## src/rtl/ksdm_pkg.sv

```systemverilog
// ----------------------------------------------------------------------------
// ksdm_pkg - shared types and codes of the k-slot mutex node
// Message kinds, local actions, register indexes and the result word layout.
// ----------------------------------------------------------------------------
`timescale 1ns / 1ps

package ksdm_pkg;

  // default peer table depth
  localparam int MAX_NODES_DEF = 16;

  // local actions
  localparam logic [1:0] ACT_MSG    = 2'd0;
  localparam logic [1:0] ACT_WORK   = 2'd1;
  localparam logic [1:0] ACT_FINISH = 2'd2;

  // received message kinds
  localparam logic [1:0] KIND_SLOT_REQ   = 2'd0;
  localparam logic [1:0] KIND_SLOT_AGREE = 2'd1;
  localparam logic [1:0] KIND_WIN_REQ    = 2'd2;
  localparam logic [1:0] KIND_OTHER      = 2'd3;

  // sent message kinds
  localparam logic [1:0] OUT_SLOT_REQ   = 2'd0;
  localparam logic [1:0] OUT_SLOT_AGREE = 2'd1;
  localparam logic [1:0] OUT_WIN_AGREE  = 2'd2;
  localparam logic [1:0] OUT_GRANT      = 2'd3;

  // configuration register indexes
  localparam logic [1:0] CFG_NODE_ID    = 2'd0;
  localparam logic [1:0] CFG_NODE_COUNT = 2'd1;
  localparam logic [1:0] CFG_SLOT_COUNT = 2'd2;

  // node phase
  typedef enum logic [1:0] {
    PH_IDLE = 2'd0,
    PH_REQ  = 2'd1,
    PH_POOL = 2'd2
  } phase_t;

  // one result word, without the last flag
  typedef struct packed {
    logic [3:0]  dest;
    logic [1:0]  out_kind;
    logic [31:0] out_clock;
    logic [31:0] out_value;
    logic [7:0]  served_count;
  } result_t;

  // sequencer to output stage
  typedef struct packed {
    logic    emit;
    logic    flush;
    result_t data;
  } emit_ctl_t;

  // output stage to sequencer
  typedef struct packed {
    logic emit_ok;
    logic flush_ok;
  } emit_sts_t;

endpackage

```

## src/rtl/ksdm_if.sv

```systemverilog
// ----------------------------------------------------------------------------
// ksdm_if - channel interfaces of the k-slot mutex node
// Input item, result word and configuration write channels.
// ----------------------------------------------------------------------------
`timescale 1ns / 1ps

interface ksdm_in_if;
  logic        valid;
  logic        ready;
  logic [1:0]  action;
  logic [1:0]  msg_kind;
  logic [3:0]  sender;
  logic [31:0] sender_clock;
  logic [31:0] msg_value;
  logic [7:0]  work_count;
  modport source (output valid, action, msg_kind, sender, sender_clock, msg_value,
                  work_count, input ready);
  modport sink (input valid, action, msg_kind, sender, sender_clock, msg_value,
                work_count, output ready);
endinterface

interface ksdm_out_if;
  logic        valid;
  logic        ready;
  logic [3:0]  dest;
  logic [1:0]  out_kind;
  logic [31:0] out_clock;
  logic [31:0] out_value;
  logic [7:0]  served_count;
  logic        last;
  modport source (output valid, dest, out_kind, out_clock, out_value, served_count,
                  last, input ready);
  modport sink (input valid, dest, out_kind, out_clock, out_value, served_count,
                last, output ready);
endinterface

interface ksdm_cfg_if;
  logic       valid;
  logic       ready;
  logic [1:0] index;
  logic [7:0] data;
  modport source (output valid, index, data, input ready);
  modport sink (input valid, index, data, output ready);
endinterface

```

## src/rtl/ksdm_out_stage.sv

```systemverilog
// ----------------------------------------------------------------------------
// ksdm_out_stage - result word look-ahead and output register
// Holds one word back until the next is known, so that last can be set.
// ----------------------------------------------------------------------------
`timescale 1ns / 1ps

module ksdm_out_stage
  import ksdm_pkg::*;
(
  input  logic             clk,
  input  logic             rst,
  input  emit_ctl_t        ctl,
  output emit_sts_t        sts,
  ksdm_out_if.source       res
);

  logic    hold_v;
  result_t hold;
  logic    out_v;
  result_t out_w;
  logic    out_last;
  logic    out_free;

  assign out_free     = !out_v || res.ready;
  assign sts.emit_ok  = !hold_v || out_free;
  assign sts.flush_ok = !hold_v || out_free;

  // held word moves on when a successor arrives or the step ends
  always_ff @(posedge clk) begin
    if (rst) begin
      hold_v <= 1'b0;
      out_v  <= 1'b0;
    end else begin
      if (out_v && res.ready) out_v <= 1'b0;
      if (ctl.emit && sts.emit_ok) begin
        if (hold_v) begin
          out_w    <= hold;
          out_last <= 1'b0;
          out_v    <= 1'b1;
        end
        hold   <= ctl.data;
        hold_v <= 1'b1;
      end else if (ctl.flush && hold_v && out_free) begin
        out_w    <= hold;
        out_last <= 1'b1;
        out_v    <= 1'b1;
        hold_v   <= 1'b0;
      end
    end
  end

  assign res.valid        = out_v;
  assign res.dest         = out_w.dest;
  assign res.out_kind     = out_w.out_kind;
  assign res.out_clock    = out_w.out_clock;
  assign res.out_value    = out_w.out_value;
  assign res.served_count = out_w.served_count;
  assign res.last         = out_last;

endmodule

```

## src/rtl/k_slot_distributed_mutex_node_top.sv

```systemverilog
// ----------------------------------------------------------------------------
// k_slot_distributed_mutex_node_top - one node of a k-slot Lamport mutex
// Sequencer over the peer tables with a shared occupancy accumulator.
// ----------------------------------------------------------------------------
// Usage:
//   item   : one peer message or local event per word (valid/ready).
//   result : messages to send and grant status, one per word; last marks
//            the final word of an item. Items with no result give no word.
//   cfg    : register writes (node_id, node_count, slot_count), always ready;
//            write only while no item is in flight.
// Flow: an item is taken only when the sequencer is idle. A step that sums
//   occupancy walks every peer-table entry into the shared accumulator, and
//   each sweep over the peer table (request broadcast, deferred agrees,
//   releases) steps the single peer-table index through every entry. A
//   release sends the deferred agrees, then the releases, and if work
//   remains re-requests with a new broadcast followed by the grant check.
// Reset: phase idle, clock zero, agree/occupant/defer flags clear, registers at defaults.
// Stall: one word is held back for the last flag plus one output register;
//   a stalled receiver freezes the sweep until a word slot frees.
// ----------------------------------------------------------------------------
`timescale 1ns / 1ps

module k_slot_distributed_mutex_node_top
  import ksdm_pkg::*;
#(
  parameter int MAX_NODES = MAX_NODES_DEF
) (
  input  logic       clk,
  input  logic       rst,
  ksdm_in_if.sink    item,
  ksdm_out_if.source result,
  ksdm_cfg_if.sink   cfg
);

  localparam int IDX_W = (MAX_NODES > 1) ? $clog2(MAX_NODES) : 1;
  localparam int ACC_W = 32 + IDX_W;
  localparam logic [IDX_W-1:0] IDX_LAST = IDX_W'(MAX_NODES - 1);

  typedef enum logic [8:0] {
    S_IDLE    = 9'b000000001,
    S_DECODE  = 9'b000000010,
    S_MSG     = 9'b000000100,
    S_TRY     = 9'b000001000,
    S_SUM     = 9'b000010000,
    S_SUMDONE = 9'b000100000,
    S_REQS    = 9'b001000000,
    S_DEFS    = 9'b010000000,
    S_OCCS    = 9'b100000000
  } state_t;

  typedef enum logic [1:0] {
    PUR_GRANT = 2'd0,
    PUR_REL   = 2'd1,
    PUR_REQ   = 2'd2
  } purpose_t;

  state_t   state;
  logic     finishing;
  purpose_t purpose;
  logic     def_release;

  // configuration
  logic [3:0] node_id;
  logic [4:0] node_count;
  logic [7:0] slot_count;

  // latched item
  logic [1:0]  act;
  logic [1:0]  kind;
  logic [3:0]  snd;
  logic [31:0] t_in;
  logic [31:0] val;
  logic [7:0]  work;

  // node state
  phase_t      phase;
  logic [31:0] clock;
  logic [31:0] request_stamp;
  logic [7:0]  pending_units;
  logic [7:0]  held_units;
  logic [MAX_NODES-1:0] agreed;
  logic [MAX_NODES-1:0] occ_valid;
  logic [MAX_NODES-1:0] deferred;
  logic [31:0] occ_units [MAX_NODES];

  logic [IDX_W-1:0] idx;
  logic [ACC_W-1:0] acc;

  emit_ctl_t ctl;
  emit_sts_t sts;

  function automatic logic is_peer(input logic [3:0] i, input logic [3:0] nid,
                                   input logic [4:0] ncnt);
    return ({1'b0, i} < ncnt) && (i != nid) && (32'(i) < 32'(MAX_NODES));
  endfunction

  logic [3:0]       idx_id;
  logic [IDX_W-1:0] snd_i;
  logic [IDX_W-1:0] nid_i;
  logic [IDX_W-1:0] idx_step;
  logic             snd_peer;
  logic             idx_peer;
  logic             all_agreed;
  logic             occ_lt;
  logic [7:0]       free_u;
  logic [7:0]       served;
  logic [31:0]      clk_max;
  logic             stamp_defer;
  logic             step_ok;

  assign idx_id   = 4'(idx);
  assign snd_i    = snd[IDX_W-1:0];
  assign nid_i    = node_id[IDX_W-1:0];
  // sweep index wraps to zero after the last table entry
  assign idx_step = (idx == IDX_LAST) ? '0 : idx + 1'b1;
  assign snd_peer = is_peer(snd, node_id, node_count);
  assign idx_peer = is_peer(idx_id, node_id, node_count);
  assign occ_lt   = acc < ACC_W'(slot_count);
  assign free_u   = occ_lt ? (slot_count - acc[7:0]) : 8'd0;
  assign served   = (pending_units < free_u) ? pending_units : free_u;
  assign clk_max  = (clock > t_in) ? clock : t_in;
  assign stamp_defer = (request_stamp < t_in) ||
                       ((request_stamp == t_in) && (node_id < snd));

  // every peer has agreed (non-peers count as agreed)
  always_comb begin
    all_agreed = 1'b1;
    for (int i = 0; i < MAX_NODES; i++) begin
      if (is_peer(4'(i), node_id, node_count) && !agreed[i]) all_agreed = 1'b0;
    end
  end

  // result word offered in the current state
  always_comb begin
    ctl.emit  = 1'b0;
    ctl.flush = finishing;
    ctl.data  = '0;
    case (state)
      S_MSG: begin
        if (snd_peer && kind == KIND_WIN_REQ) begin
          ctl.emit = 1'b1;
          ctl.data = '{snd, OUT_WIN_AGREE,
                       (phase != PH_IDLE) ? clock + 32'd1 : clock, val, 8'd0};
        end else if (snd_peer && kind == KIND_SLOT_REQ && phase == PH_IDLE) begin
          ctl.emit = 1'b1;
          ctl.data = '{snd, OUT_SLOT_AGREE, clock, 32'd0, 8'd0};
        end
      end
      S_SUMDONE: begin
        if (purpose == PUR_GRANT) begin
          ctl.emit = 1'b1;
          ctl.data = '{node_id, OUT_GRANT, clock, {24'd0, pending_units - served},
                       served};
        end else if (purpose == PUR_REQ && occ_lt) begin
          ctl.emit = 1'b1;
          ctl.data = '{snd, OUT_SLOT_AGREE, clock + 32'd1, 32'd0, 8'd0};
        end
      end
      S_REQS: begin
        if (idx_peer) begin
          ctl.emit = 1'b1;
          ctl.data = '{idx_id, OUT_SLOT_REQ, request_stamp, {24'd0, pending_units},
                       8'd0};
        end
      end
      S_DEFS: begin
        if (idx_peer && deferred[idx]) begin
          ctl.emit = 1'b1;
          ctl.data = def_release ?
                     '{idx_id, OUT_SLOT_AGREE, clock, {24'd0, held_units}, 8'd0} :
                     '{idx_id, OUT_SLOT_AGREE, clock + 32'd1, 32'd0, 8'd0};
        end
      end
      S_OCCS: begin
        if (idx_peer && occ_valid[idx]) begin
          ctl.emit = 1'b1;
          ctl.data = '{idx_id, OUT_SLOT_AGREE, clock, {24'd0, held_units}, 8'd0};
        end
      end
      default: ;
    endcase
  end

  assign step_ok    = !ctl.emit || sts.emit_ok;
  assign item.ready = (state == S_IDLE) && !finishing;
  assign cfg.ready  = 1'b1;

  ksdm_out_stage u_out (
    .clk (clk),
    .rst (rst),
    .ctl (ctl),
    .sts (sts),
    .res (result)
  );

  // configuration registers
  always_ff @(posedge clk) begin
    if (rst) begin
      node_id    <= 4'd0;
      node_count <= 5'd2;
      slot_count <= 8'd1;
    end else if (cfg.valid) begin
      case (cfg.index)
        CFG_NODE_ID:    node_id    <= cfg.data[3:0];
        CFG_NODE_COUNT: node_count <= cfg.data[4:0];
        CFG_SLOT_COUNT: slot_count <= cfg.data;
        default: ;
      endcase
    end
  end

  // occupant unit table, written by message handling and grant
  always_ff @(posedge clk) begin
    if (state == S_MSG && snd_peer && kind == KIND_SLOT_REQ &&
        (phase == PH_IDLE || (phase == PH_REQ && !stamp_defer)))
      occ_units[snd_i] <= val;
    else if (state == S_SUMDONE && purpose == PUR_REQ && occ_lt)
      occ_units[snd_i] <= val;
    else if (state == S_SUMDONE && purpose == PUR_GRANT)
      occ_units[nid_i] <= {24'd0, pending_units};
  end

  // sequencer
  always_ff @(posedge clk) begin
    if (rst) begin
      state         <= S_IDLE;
      finishing     <= 1'b0;
      phase         <= PH_IDLE;
      clock         <= 32'd0;
      request_stamp <= 32'd0;
      pending_units <= 8'd0;
      held_units    <= 8'd0;
      agreed        <= '0;
      occ_valid     <= '0;
      deferred      <= '0;
      idx           <= '0;
      acc           <= '0;
      purpose       <= PUR_GRANT;
      def_release   <= 1'b0;
    end else if (finishing) begin
      if (sts.flush_ok) finishing <= 1'b0;
    end else begin
      case (state)
        S_IDLE: begin
          if (item.valid) begin
            act   <= item.action;
            kind  <= item.msg_kind;
            snd   <= item.sender;
            t_in  <= item.sender_clock;
            val   <= item.msg_value;
            work  <= item.work_count;
            state <= S_DECODE;
          end
        end
        S_DECODE: begin
          idx   <= '0;
          state <= S_IDLE;
          if (act == ACT_MSG) begin
            clock <= clk_max + 32'd1;
            state <= S_MSG;
          end else if (act == ACT_WORK && phase == PH_IDLE && work != 8'd0) begin
            pending_units <= work;
            clock         <= clock + 32'd1;
            request_stamp <= clock + 32'd1;
            agreed        <= '0;
            phase         <= PH_REQ;
            state         <= S_REQS;
          end else if (act == ACT_FINISH && phase == PH_POOL) begin
            clock       <= clock + 32'd1;
            def_release <= 1'b1;
            state       <= S_DEFS;
          end else begin
            finishing <= 1'b1;
          end
        end
        S_MSG: begin
          if (step_ok) begin
            state     <= S_IDLE;
            finishing <= 1'b1;
            acc       <= '0;
            idx       <= '0;
            if (snd_peer) begin
              case (kind)
                KIND_WIN_REQ: clock <= clock + 32'd1;
                KIND_SLOT_AGREE: begin
                  if (val != 32'd0) occ_valid[snd_i] <= 1'b0;
                  if (phase == PH_REQ) begin
                    agreed[snd_i] <= 1'b1;
                    state         <= S_TRY;
                    finishing     <= 1'b0;
                  end else if (phase == PH_POOL && val != 32'd0) begin
                    purpose   <= PUR_REL;
                    state     <= S_SUM;
                    finishing <= 1'b0;
                  end
                end
                KIND_SLOT_REQ: begin
                  if (phase == PH_IDLE) begin
                    occ_valid[snd_i] <= 1'b1;
                    clock            <= clock + 32'd1;
                  end else if (phase == PH_REQ) begin
                    if (stamp_defer) begin
                      deferred[snd_i] <= 1'b1;
                      agreed[snd_i]   <= 1'b1;
                      state           <= S_TRY;
                      finishing       <= 1'b0;
                    end else begin
                      occ_valid[snd_i] <= 1'b1;
                    end
                  end else if (phase == PH_POOL) begin
                    purpose   <= PUR_REQ;
                    state     <= S_SUM;
                    finishing <= 1'b0;
                  end
                end
                default: ;
              endcase
            end
          end
        end
        S_TRY: begin
          acc <= '0;
          idx <= '0;
          if (all_agreed) begin
            purpose <= PUR_GRANT;
            state   <= S_SUM;
          end else begin
            state     <= S_IDLE;
            finishing <= 1'b1;
          end
        end
        S_SUM: begin
          if (occ_valid[idx]) acc <= acc + ACC_W'(occ_units[idx]);
          idx <= idx_step;
          if (idx == IDX_LAST) state <= S_SUMDONE;
        end
        S_SUMDONE: begin
          if (step_ok) begin
            idx       <= '0;
            state     <= S_IDLE;
            finishing <= 1'b1;
            case (purpose)
              PUR_GRANT: begin
                held_units       <= pending_units;
                pending_units    <= pending_units - served;
                occ_valid[nid_i] <= 1'b1;
                phase            <= PH_POOL;
              end
              PUR_REL: begin
                if (occ_lt) begin
                  def_release <= 1'b0;
                  state       <= S_DEFS;
                  finishing   <= 1'b0;
                end
              end
              default: begin
                if (occ_lt) begin
                  occ_valid[snd_i] <= 1'b1;
                  clock            <= clock + 32'd1;
                end else begin
                  deferred[snd_i] <= 1'b1;
                end
              end
            endcase
          end
        end
        S_REQS: begin
          if (step_ok) begin
            idx <= idx_step;
            if (idx == IDX_LAST) state <= S_TRY;
          end
        end
        S_DEFS: begin
          if (step_ok) begin
            if (ctl.emit && !def_release) clock <= clock + 32'd1;
            idx <= idx_step;
            if (idx == IDX_LAST) begin
              deferred <= '0;
              if (def_release) begin
                state <= S_OCCS;
              end else begin
                state     <= S_IDLE;
                finishing <= 1'b1;
              end
            end
          end
        end
        S_OCCS: begin
          if (step_ok) begin
            idx <= idx_step;
            if (idx == IDX_LAST) begin
              occ_valid[nid_i] <= 1'b0;
              if (pending_units != 8'd0) begin
                clock         <= clock + 32'd1;
                request_stamp <= clock + 32'd1;
                agreed        <= '0;
                phase         <= PH_REQ;
                state         <= S_REQS;
              end else begin
                phase     <= PH_IDLE;
                state     <= S_IDLE;
                finishing <= 1'b1;
              end
            end
          end
        end
        default: state <= S_IDLE;
      endcase
    end
  end

  // checks
  a_busy_after_accept: assert property (@(posedge clk) disable iff (rst)
    (item.valid && item.ready) |=> !item.ready)
    else $error("item taken while sequencer busy");

  a_idle_no_pending: assert property (@(posedge clk) disable iff (rst)
    (state == S_IDLE && !finishing && phase == PH_IDLE) |-> (pending_units == 8'd0))
    else $error("idle phase with pending work");

  a_grant_enters_pool: assert property (@(posedge clk) disable iff (rst)
    (state == S_SUMDONE && purpose == PUR_GRANT && step_ok) |=> (phase == PH_POOL))
    else $error("grant did not enter the pool");

endmodule
```

## src/flat_wrapper.sv

```systemverilog
// flat-port wrapper written by rule: the top's interface ports become plain ports
module k_slot_distributed_mutex_node_top_flat import ksdm_pkg::*;
#(
  parameter int MAX_NODES = MAX_NODES_DEF
)
  (clk, rst, item_valid, item_action, item_msg_kind, item_sender, item_sender_clock, item_msg_value, item_work_count, item_ready, result_valid, result_dest, result_out_kind, result_out_clock, result_out_value, result_served_count, result_last, result_ready, cfg_valid, cfg_index, cfg_data, cfg_ready);
  ksdm_in_if item_i ();
  ksdm_out_if result_i ();
  ksdm_cfg_if cfg_i ();
  input  logic clk;
  input  logic rst;
  input wire logic [$bits(item_i.valid)-1:0] item_valid;
  input wire logic [$bits(item_i.action)-1:0] item_action;
  input wire logic [$bits(item_i.msg_kind)-1:0] item_msg_kind;
  input wire logic [$bits(item_i.sender)-1:0] item_sender;
  input wire logic [$bits(item_i.sender_clock)-1:0] item_sender_clock;
  input wire logic [$bits(item_i.msg_value)-1:0] item_msg_value;
  input wire logic [$bits(item_i.work_count)-1:0] item_work_count;
  output wire logic [$bits(item_i.ready)-1:0] item_ready;
  output wire logic [$bits(result_i.valid)-1:0] result_valid;
  output wire logic [$bits(result_i.dest)-1:0] result_dest;
  output wire logic [$bits(result_i.out_kind)-1:0] result_out_kind;
  output wire logic [$bits(result_i.out_clock)-1:0] result_out_clock;
  output wire logic [$bits(result_i.out_value)-1:0] result_out_value;
  output wire logic [$bits(result_i.served_count)-1:0] result_served_count;
  output wire logic [$bits(result_i.last)-1:0] result_last;
  input wire logic [$bits(result_i.ready)-1:0] result_ready;
  input wire logic [$bits(cfg_i.valid)-1:0] cfg_valid;
  input wire logic [$bits(cfg_i.index)-1:0] cfg_index;
  input wire logic [$bits(cfg_i.data)-1:0] cfg_data;
  output wire logic [$bits(cfg_i.ready)-1:0] cfg_ready;
  assign item_i.valid = item_valid;
  assign item_i.action = item_action;
  assign item_i.msg_kind = item_msg_kind;
  assign item_i.sender = item_sender;
  assign item_i.sender_clock = item_sender_clock;
  assign item_i.msg_value = item_msg_value;
  assign item_i.work_count = item_work_count;
  assign item_ready = item_i.ready;
  assign result_valid = result_i.valid;
  assign result_dest = result_i.dest;
  assign result_out_kind = result_i.out_kind;
  assign result_out_clock = result_i.out_clock;
  assign result_out_value = result_i.out_value;
  assign result_served_count = result_i.served_count;
  assign result_last = result_i.last;
  assign result_i.ready = result_ready;
  assign cfg_i.valid = cfg_valid;
  assign cfg_i.index = cfg_index;
  assign cfg_i.data = cfg_data;
  assign cfg_ready = cfg_i.ready;
  k_slot_distributed_mutex_node_top #(.MAX_NODES(MAX_NODES)) u_core (.clk(clk), .rst(rst), .item(item_i), .result(result_i), .cfg(cfg_i));
endmodule
```

## config.mk

```make
export PLATFORM = sky130hd
export DESIGN_NAME = k_slot_distributed_mutex_node_top_flat
export DESIGN_NICKNAME = d
export VERILOG_FILES = /design/src/rtl/ksdm_pkg.sv /design/src/rtl/ksdm_if.sv /design/src/rtl/ksdm_out_stage.sv /design/src/rtl/k_slot_distributed_mutex_node_top.sv /design/src/flat_wrapper.sv
export SDC_FILE = /design/constraint.sdc
export NUM_CORES = 2
export LEC_CHECK = 0
export BUFFER_PORTS_ARGS = -buffer_cell sky130_fd_sc_hd__buf_2
export CORE_MARGIN = 3
export CORE_UTILIZATION = 56
export DETAILED_ROUTE_END_ITERATION = 10
export MAX_ROUTING_LAYER = met4
export PLACE_DENSITY = 0.8
export SLEW_MARGIN = 20
export SYNTH_ARGS = -nofsm -noshare
export SYNTH_HDL_FRONTEND = slang
export SYNTH_SLANG_ARGS = --single-unit
```

## constraint.sdc

```tcl
create_clock -name clk -period 6.8 [get_ports clk]
set_input_delay 2.04 -clock clk [delete_from_list [all_inputs] [get_ports clk]]
set_output_delay 2.04 -clock clk [all_outputs]
set_load 0.05 [all_outputs]
```

; ---- After elaboration in Yosys (flattened, before gate mapping)
; Memory sizes are Yosys's and may differ from the RTL's. A register that Yosys moved wholly into a read port is not among the register bits.
; Index checks and enable logic that the tools add are counted.
[classes]
magnitude_cmp = 28
n_mux = 218
n_eq_ne = 86
add_sub_neg = 6
bitwise = 11
reduce_logical = 132
[op_table]
columns = cell, n
row1 = 78-bit two-way mux, 10
row2 = 32-bit two-way mux, 20
row3 = 16-bit two-way mux, 32
row4 = 78-bit case mux with 5 select lines, 1
row5 = 9-bit two-way mux, 18
row6 = 32-bit case mux with 5 select lines, 1
row7 = 16-bit case mux with 3 select lines, 3
row8 = 32-bit case mux with 2 select lines, 2
row9 = 36-bit case mux with 3 select lines, 1
row10 = 16-bit case mux with 2 select lines, 3
row11 = 9-bit case mux with 9 select lines, 1
row12 = 1-bit two-way mux, 76
row13 = 36-bit two-way mux, 2
row14 = 72-bit two-way mux, 1
row15 = "32-bit by 1-bit adder with 32-bit output, second input constant", 2
row16 = 8-bit two-way mux, 8
row17 = 16-bit OR, 4
row18 = 1-bit logical AND, 60
row19 = "2-bit by 1-bit != test with 1-bit output, second input constant", 22
row20 = "4-bit by 5-bit < comparator with 1-bit output, first input constant", 8
row21 = 36-bit by 32-bit adder with 36-bit output, 1
row22 = 36-bit by 8-bit < comparator with 1-bit output, 1
row23 = 16-bit bitwise AND, 2
row24 = 32-bit == test, 1
row25 = 74 further kinds, 201
[totals]
memories = 1
ff_bits = 439
in_bits = 95
mem_bits_rw = 512
output_inout_bits = 82
word_cells = 518
[memory_table]
columns = name, words, word_bits, rd, rd_clocked_by_memory_dff, write_ports, line_no
row1 = u_core.occ_units, 16, 32, 1, 1, 1, k_slot_distributed_mutex_node_top.sv:84  ; logic [31:0] occ_units [MAX_NODES];

; ---- Depth between registers and ports, before layout
[logic_depth]
word_depth = 22
ltp_mapped = 30
mapped_depth_nobuf = 29

; ---- Cells and area by module
; Synthesis repeated with hierarchy kept, for this count alone.
[hier_totals]
hier_cells = 3426
hier_area_um2 = 44406.3
[by_module_without_submodules]
columns = module, area_per_inst_um2, n_inst, cells_per_inst
row1 = k_slot_distributed_mutex_node_top, 39571.7, 1, 3256
row2 = ksdm_out_stage, 4834.6, 1, 170

; ---- Worst setup path before layout
; No wires, ideal clock.
[synth_timing]
path_type = input to register
startpoint = input port rst
endpoint = register u_core.u_out.hold[0] (netlist bit), enable pin
path_slack_ns = 0.154
n_path_buf = 4
cell_stages = 5
arrival_time_ns = 6.131
required_ns = 6.285
setup_ns = 0.515
path_cell_list = clkbuf_1 -> clkbuf_1 -> clkbuf_1 -> clkbuf_1 -> nor2_1
[synth_between]
elab_chain_len = 2
[synth_lines]
columns = item, line_no
row1 = from (decl), flat_wrapper.sv:11  ; input logic rst;
row2 = 1-bit NOT (no source line), --
row3 = 2-bit AND reduction (no source line), --
row4 = to (signal assigned), ksdm_out_stage.sv:41  ; hold <= ctl.data;
row5 = to (decl), ksdm_out_stage.sv:18  ; result_t hold;
; Every way passes these cells.
; A chain may end at the register's enable or synchronous reset.

==> results.py <==
metrics = {
    "routing": {
        "wl_per_cell_um": 27.22,
        "vias": 31700,
        "vias_per_cell": 6.684,
        "drcViolationCount": 0,
        "wirelength_um": 129100,
        "first_pass_iters": 6,
        "ant_nets": 0,
        "dr.first_iter.drc_count": 4397,
    },
    "placement": {
        "portBuffers": 175,
        "place_area_sq_um": 46810,
        "gp_congestion": 0.9760,
        "hpwlAfterDp_um": 83300,
    },
    "cells_and_area": {
        "finish.instance_area_sq_um": 50180,
        "final-seq-area_sq_um": 26630,
        "drive_gt1_share_pct": 17.64,
        "nNetsFinal": 3857,
        "nFillCells": 5510,
        "multiInputGateArea_sq_um": 16790,
        "areaGrowthSynthToFinish_pct": 13.03,
        "final_util_pct": 64.35,
    },
    "logic_synthesis": {
        "netlist_area_sq_um": 44400,
        "async_flop_share_pct": 0,
        "synth-seq-cells": 955,
        "synth-edff-count": 749,
        "synth.most_common_cell": "edfxtp_1",
        "ys.flop_type": "edfxtp_1",
        "synth_top_area_share_pct": 50.66,
        "yosys-top-cells-area": "edfxtp_1 (51%), dfxtp_1 (9.3%), mux4_2 (8.4%)",
        "yosysUniqueCellTypes": 96,
        "yosysTopAreaCell": "edfxtp_1",
        "syn_nets": 3694,
        "netlist_top_cells_count": "edfxtp_1 (749), nor2_1 (318), nand2_1 (250)",
        "ys_warn_count": 0,
        "syn_inst": 3454,
        "seq_area_frac_synth_pct": 59.95,
        "syn_avg_cell_area_sq_um": 12.85,
    },
    "setup_path": {
        "critPathCaptureType": "register",
        "cp_data_required_time_ns": 7.32,
        "rrSetupSlack_ns": 0.90,
        "worstSetupPathType": "register to register",
        "path_max_fanout": 8,
        "critPathLaunchType": "register",
        "arrival_ns": 6.42,
    },
    "min_path": {
        "hold_class": "register to register",
    },
    "clock_tree": {
        "cts.clk_slew.worst_paths_ns": 0.06,
        "post_cts_buffers": 0,
        "clock-sinks": 955,
        "htree_levels": 3,
        "cts_root_buffer": "clkbuf_16",
        "ctsResizeCount": 0,
        "cts-buffers-inserted": 96,
        "holdBufCountCts": 0,
        "clockBufferDepth": 3,
        "tritoncts": "yes",
        "clock_latency_ns": 0.70,
    },
    "floorplan": {
        "die_w_um": 287.6,
        "row_count": 102,
        "start_util_pct": 56.93,
        "coreArea_sq_um": 77980,
        "ios": 177,
        "die_area_sq_um": 82690,
        "die_y_um": 287.6,
    },
    "global_route": {
        "overflow": 0,
        "grt_pass1_wl_um": 193400,
        "grtUsageTotal_pct": 32.03,
        "grt_pass1_vias": 30670,
        "antenna_found_initial": 7,
        "grt_max_degree": 79,
    },
    "sta": {
        "tns_ns": 0,
        "setup_viol": 0,
        "hold_violations": 0,
        "finalClockSkew_ns": 0.05797,
        "period_minus_slack_ns": 5.898,
        "final-max-slew-violation-count": 0,
        "finalCritPeriodShare_pct": 86.74,
        "fmax_mhz": 169.5,
        "slew-limit-headroom_pct": 25.33,
        "rsz0062_at_grt": "no",
        "worstMarginPinSlew_ns": 1.110,
    },
    "power_and_ir_drop": {
        "power_density_nw_per_um2": 306.1,
        "cellLeakagePower_nw": 16.86,
        "fin_total_pwr_w": 0.01536,
        "ir_drop_v": 0.0002373,
    },
    "flow_run": {
        "drv_cap": 0,
    },
    "run_status": {
        "status": "finished, final reports clean",
    },
}
## through the flow
stage / hold slack, ns / cells / worst slack [ns]
after detailed placement: 0.4045 / 4559 / 1.019
after global routing: 0.3840 / 4743 / 0.4467
after CTS: 0.3771 / 4737 / 0.9989
final: 0.3661 / 4743 / 0.9019
after floorplan: 0.4003 / 3454 / 0.1544
after global placement: 0.4006 / 4559 / 1.189
## sequential cells by signal, indices dropped and copies added (netlist names), 4 cells and up, named ones only
name and cells:
u_core.request_stamp 32, u_core.u_out.res.dest 4, u_core.state 9, u_core.idx 4, u_core.slot_count 8, u_core.agreed 16, u_core.node_count 5, u_core.u_out.res.out_value 32
u_core.pending_units 8, u_core.deferred 16, u_core.occ_units 512, u_core.held_units 8, u_core.snd 4, u_core.t_in 32, u_core.nid_i 4, u_core.work 8
u_core.acc 36, u_core.val 32, u_core.u_out.res.out_clock 32, u_core.u_out.res.served_count 8, u_core.u_out.hold 78, u_core.clock 32
## layer usage
| layer | part of all wire (%) | GRT usage [%] | vias up |
|---|---|---|---|
| li1 | - | - | 13610 |
| met1 | 37 | 41.18 | 15450 |
| met2 | 47 | 50.25 | 2162 |
| met3 | 9.9 | 5.139 | 483 |
| met4 | 5.6 | 15.13 | 0 |
| met5 | 0 | - | - |
## layout make-up
cell class,count,share of cell area (%)
clock buffers,112,4.947
repair buffers,260,3.428
inverters,100,0.7480
diodes,6,0.02992
flip-flops and latches,955,53.06
clock inverters,66,1.735
well taps,1040,2.593
multi-input cells,2204,33.46
## cells in the final DEF, fill, tap and decap left out, types with 20 or more instances in the layout
master / instances
ha_1: 142
xor2_1: 29
o31ai_1: 20
buf_2: 174
dfxtp_1: 202
a211oi_1: 49
edfxtp_1: 749
nor2_4: 20
nand2_1: 249
nand4_1: 34
o21ai_0: 159
xnor2_1: 80
nor3_1: 66
buf_4: 69
nand3_1: 113
mux4_2: 166
a21oi_1: 203
nor2_1: 300
and2_1: 63
a21o_1: 32
clkbuf_16: 96
a22oi_1: 37
nor4_1: 37
nand2b_1: 21
mux2i_1: 24
inv_1: 100
o211ai_1: 37
## kinds of logic after synthesis
logic type,count (synthesis),synth area share (%)
AO/OA/AOI/OAI,710,10.40
XOR/XNOR,109,2.150
adder cells (fa/ha/maj),145,4.137
buffers and inverters,295,2.615
flip-flops,955,59.95
multiplexers,203,9.393
other,1,0.008447
AND/OR/NAND/NOR,1036,11.35
## critical path, stage by stage, from the launching register on
cell and delay [ns]:
dfxtp_1 0.33, or4_1 0.51, nor4_1 0.30, nand4_1 0.34, a21oi_1 0.46, buf_4 0.24
nand2_1 0.10, ha_1 0.32, a21o_1 0.18, a21oi_1 0.13, nor2b_1 0.06, o21ai_0 0.16
nand2_1 0.07, a31oi_1 0.39, buf_4 0.25, mux2_2 0.36, ha_1 0.33, a21boi_0 0.15
o21ai_0 0.19, nand2b_1 0.11, a21o_1 0.19, a21oi_1 0.19, xor2_1 0.21, nand2_1 0.08
nand2_1 0.11
## power breakdown
| group | switching [W] | internal [W] | leakage (nW) |
|---|---|---|---|
| sequential | 0.000295 | 0.00661 | 8.19 |
| combinational | 0.00180 | 0.00107 | 7.05 |
| clock | 0.00239 | 0.00320 | 1.61 |
## final timing paths
kind                         start                              to  cells after the start
max                 u_core.acc[29]           u_core.u_out.hold[15]                     24
min          u_core.u_out.hold[67]  u_core.u_out.res.out_clock[27]                      0
max reg2reg         u_core.acc[29]           u_core.u_out.hold[15]                     24
min reg2reg  u_core.u_out.hold[67]  u_core.u_out.res.out_clock[27]                      0
(Power assumes the default switching activity.)
